$ cat src/bfv_ram.sv
module bfv_ram #(
    parameter int WIDTH = 8,
    parameter int DEPTH = 16,
    localparam int AW = (DEPTH > 1) ? $clog2(DEPTH) : 1
) (
    input  logic             i_clk,
    input  logic             i_we,
    input  logic [AW-1:0]    i_waddr,
    input  logic [WIDTH-1:0] i_wdata,
    input  logic [AW-1:0]    i_raddr,
    output logic [WIDTH-1:0] o_rdata
);

    logic [WIDTH-1:0] r_mem [DEPTH];
    logic [WIDTH-1:0] r_rdata;

    always_ff @(posedge i_clk) begin
        if (i_we) begin
            r_mem[i_waddr] <= i_wdata;
        end
        r_rdata <= r_mem[i_raddr];
    end

    assign o_rdata = r_rdata;

endmodule

$ cat config.mk
export PLATFORM = sky130hd
export DESIGN_NAME = bfv_ram
export DESIGN_NICKNAME = d
export VERILOG_FILES = /design/src/bfv_ram.sv
export SDC_FILE = /design/constraint.sdc
export NUM_CORES = 1
export LEC_CHECK = 0
export BUFFER_PORTS_ARGS = -buffer_cell sky130_fd_sc_hd__clkbuf_2
export CAP_MARGIN = 10
export CORE_ASPECT_RATIO = 0.6
export CORE_MARGIN = 1
export CORE_UTILIZATION = 65
export DETAILED_ROUTE_END_ITERATION = 6
export PLACE_DENSITY = 0.84
export REMOVE_ABC_BUFFERS = 1
export SLEW_MARGIN = 40
export SYNTH_ARGS = -nofsm -noshare
export SYNTH_HDL_FRONTEND = slang
export SYNTH_SLANG_ARGS = --single-unit
$ cat constraint.sdc
create_clock -name i_clk -period 5.58 [get_ports i_clk]
set_input_delay 1.116 -clock i_clk [delete_from_list [all_inputs] [get_ports i_clk]]
set_output_delay 1.116 -clock i_clk [all_outputs]
set_load 0.01 [all_outputs]
==> results.py <==
metrics = {
    "floorplanning": {
        "core_um2": 7450,
        "initial_utilization": 0.691,
        "die_h_um": 70.9,
        "ioPinCount": 26,
        "fp-row-count": 24,
        "fp.dieW_um": 117,
        "die_area_um2": 8290,
    },
    "detailed_routing": {
        "dr.pass1.iters": 4,
        "vias_per_cell": 6.34,
        "final_antenna_net_count": 0,
        "num_vias": 2433,
        "routedWlPerCell_um": 24.4,
        "wl_um": 9370,
        "drt_iter0_drc": 211,
        "remaining_drc_errors": 0,
    },
    "clock_network": {
        "clockRootBuffer": "clkbuf_16",
        "clockBufferDepth": 2,
        "post_cts_buffers": 0,
        "cts_buffers": 17,
        "cts.sinks": 136,
        "clk_latency_ns": 0.41,
        "cts.htree.levels": 4,
        "cts_resized": 0,
        "ctsHoldBuffers": 0,
        "cts_tree": "done",
        "clk_pin_slew_worst_paths_ns": 0.05,
    },
    "critical_path": {
        "cp_cell_sequence": "clkbuf_2 -> or3b_2 -> nor2_1",
        "slowest_delay_ns": 0.64,
        "slowest_stage": "nor2_1",
        "timing_worst_setup_path_type": "input pin to register",
        "start_kind": "input pin",
        "critPathCaptureType": "register",
        "crit_required_ns": 5.61,
        "crit_fanout": 8,
        "arrival_ns": 2.40,
    },
    "power_and_ir_drop": {
        "p_leak_nw": 1.97,
        "vdd_drop_max_v": 0.000284,
        "powerDensity_nw_per_um2": 377,
    },
    "global_routing": {
        "overflow": 0,
        "grt_antenna_before_repair": 0,
        "grt_pass1_vias": 2414,
        "grt_max_degree": 33,
        "grt_pass1_wl_um": 13600,
        "grt_usage": 0.256,
    },
    "yosys": {
        "yosys_warnings": 0,
        "yosys.cell_types.count": 19,
        "netlist_area_um2": 5150,
        "ys_seq_area_frac": 0.778,
        "syn_inst": 229,
        "synth_top_area_frac": 0.747,
        "syn_area_per_cell_um2": 22.5,
        "ys_top_cells_by_area": "edfxtp_1 75%, mux4_2 7.9%, mux4_1 7.1%",
        "yosys.area.top_type": "edfxtp_1",
        "synth-seq-cells": 136,
    },
    "timing": {
        "finalSetupViolCount": 0,
        "period_needed_ns": 2.37,
        "fmax_mhz": 422,
        "setup-tns-final_ns": 0,
        "period_share": 0.425,
        "worst_pin_slew_ns": 0.807,
        "slew_violations": 0,
        "rsz0062_at_grt": "no",
        "relSlewSlack": 0.460,
        "skew_ns": 0.00919,
        "hold_violations": 0,
    },
    "final_layout": {
        "fillers": 392,
        "ff_latch_area_um2": 4000,
        "syn2layout_area_growth_pct": 14.5,
        "layout_common_cells": "128 x edfxtp_1, 24 x clkbuf_2, 18 x mux4_2",
        "layout_commonest_cell": "edfxtp_1",
        "multi_input_area_um2": 1080,
        "diodes": 0,
        "final_nets": 285,
        "stdcell_area_um2": 5890,
        "drive_above_1_share": 0.293,
        "utilization": 0.791,
    },
    "placement": {
        "port_buffers": 25,
        "gp_congestion": 0.714,
        "placed_area_um2": 5360,
        "dp_hpwl_um": 5650,
    },
    "hold_path": {
        "hp-class": "register to register",
    },
    "run": {
        "max_cap_viol_count": 0,
    },
    "run_status": {
        "status": "finished clean",
    },
}
-- cell type report --
cell class,count,area share
tap,104,0.0221
timing repair buffer,29,0.0263
clock inverter,13,0.0149
clock buffer,19,0.0734
sequential,136,0.679
multi-input combinational,83,0.184
-- synthesized netlist by cell type --
cell type,instances
a22oi_1,16
and2_1,1
and2b_1,1
buf_2,3
buf_4,1
buf_6,3
clkdlybuf4s25_2,3
dfxtp_1,8
edfxtp_1,128
mux4_1,14
mux4_2,18
nand2_1,9
nand2b_1,2
nand3_1,1
nand3b_1,2
nor2_1,13
nor2b_1,1
nor3_1,4
or3b_2,1
-- final timing paths --
check        slack (ns)  cells after the start         start           to
max                3.21                      3    i_waddr[2]  r_mem[1][3]
min                0.67                      3  r_mem[15][4]   o_rdata[4]
max reg2reg        4.25                      3   r_mem[3][4]   o_rdata[4]
min reg2reg        0.67                      3  r_mem[15][4]   o_rdata[4]
-- worst max-delay path: cells and delay by family --
kind	cells	cell delay [ns]
and+or+nand+nor	2	1.17
buffers and inverters	1	0.11
-- per-stage QoR --
step | hold WS (ns) | instances | setup slack [ns] | total power [W]
after floorplan | 0.629 | 219 | 2.97 | 0.00122
after global placement | 0.649 | 352 | 2.64 | 0.00127
after detailed placement | 0.658 | 352 | 2.77 | 0.00127
after CTS | 0.669 | 384 | 3.20 | 0.00224
after global routing | 0.675 | 384 | 3.11 | 0.00228
final | 0.665 | 384 | 3.21 | 0.00222
-- registers in the layout, indices dropped and copies added (netlist names) --
signal and cells:
r_mem 128, o_rdata 8
-- cell families after synthesis --
| family | share of synthesized area |
|---|---|
| simple gates | 0.0318 |
| flops | 0.778 |
| compound gates | 0.0233 |
| mux | 0.150 |
| buf+inv | 0.0168 |
-- per-layer routing --
metal / up-vias / share of wire / GRT usage / routed length [um]
li1: 1056 / - / - / -
met1: 1245 / 0.42 / 0.378 / 3940
met2: 123 / 0.47 / 0.357 / 4370
met3: 9 / 0.10 / 0.0780 / 967
met4: 0 / 0.0098 / 0.122 / 92
met5: - / 0 / 0 / 0
-- report_power, final --
group / total, W / internal [W] / switching [W]
clock: 0.000972 / 0.000598 / 0.000375
sequential: 0.00115 / 0.00114 / 0.00000628
combinational: 0.000102 / 0.0000415 / 0.0000603
total: 0.00222 / 0.00178 / 0.000441
Note: power is estimated with default switching activity, not from simulation.
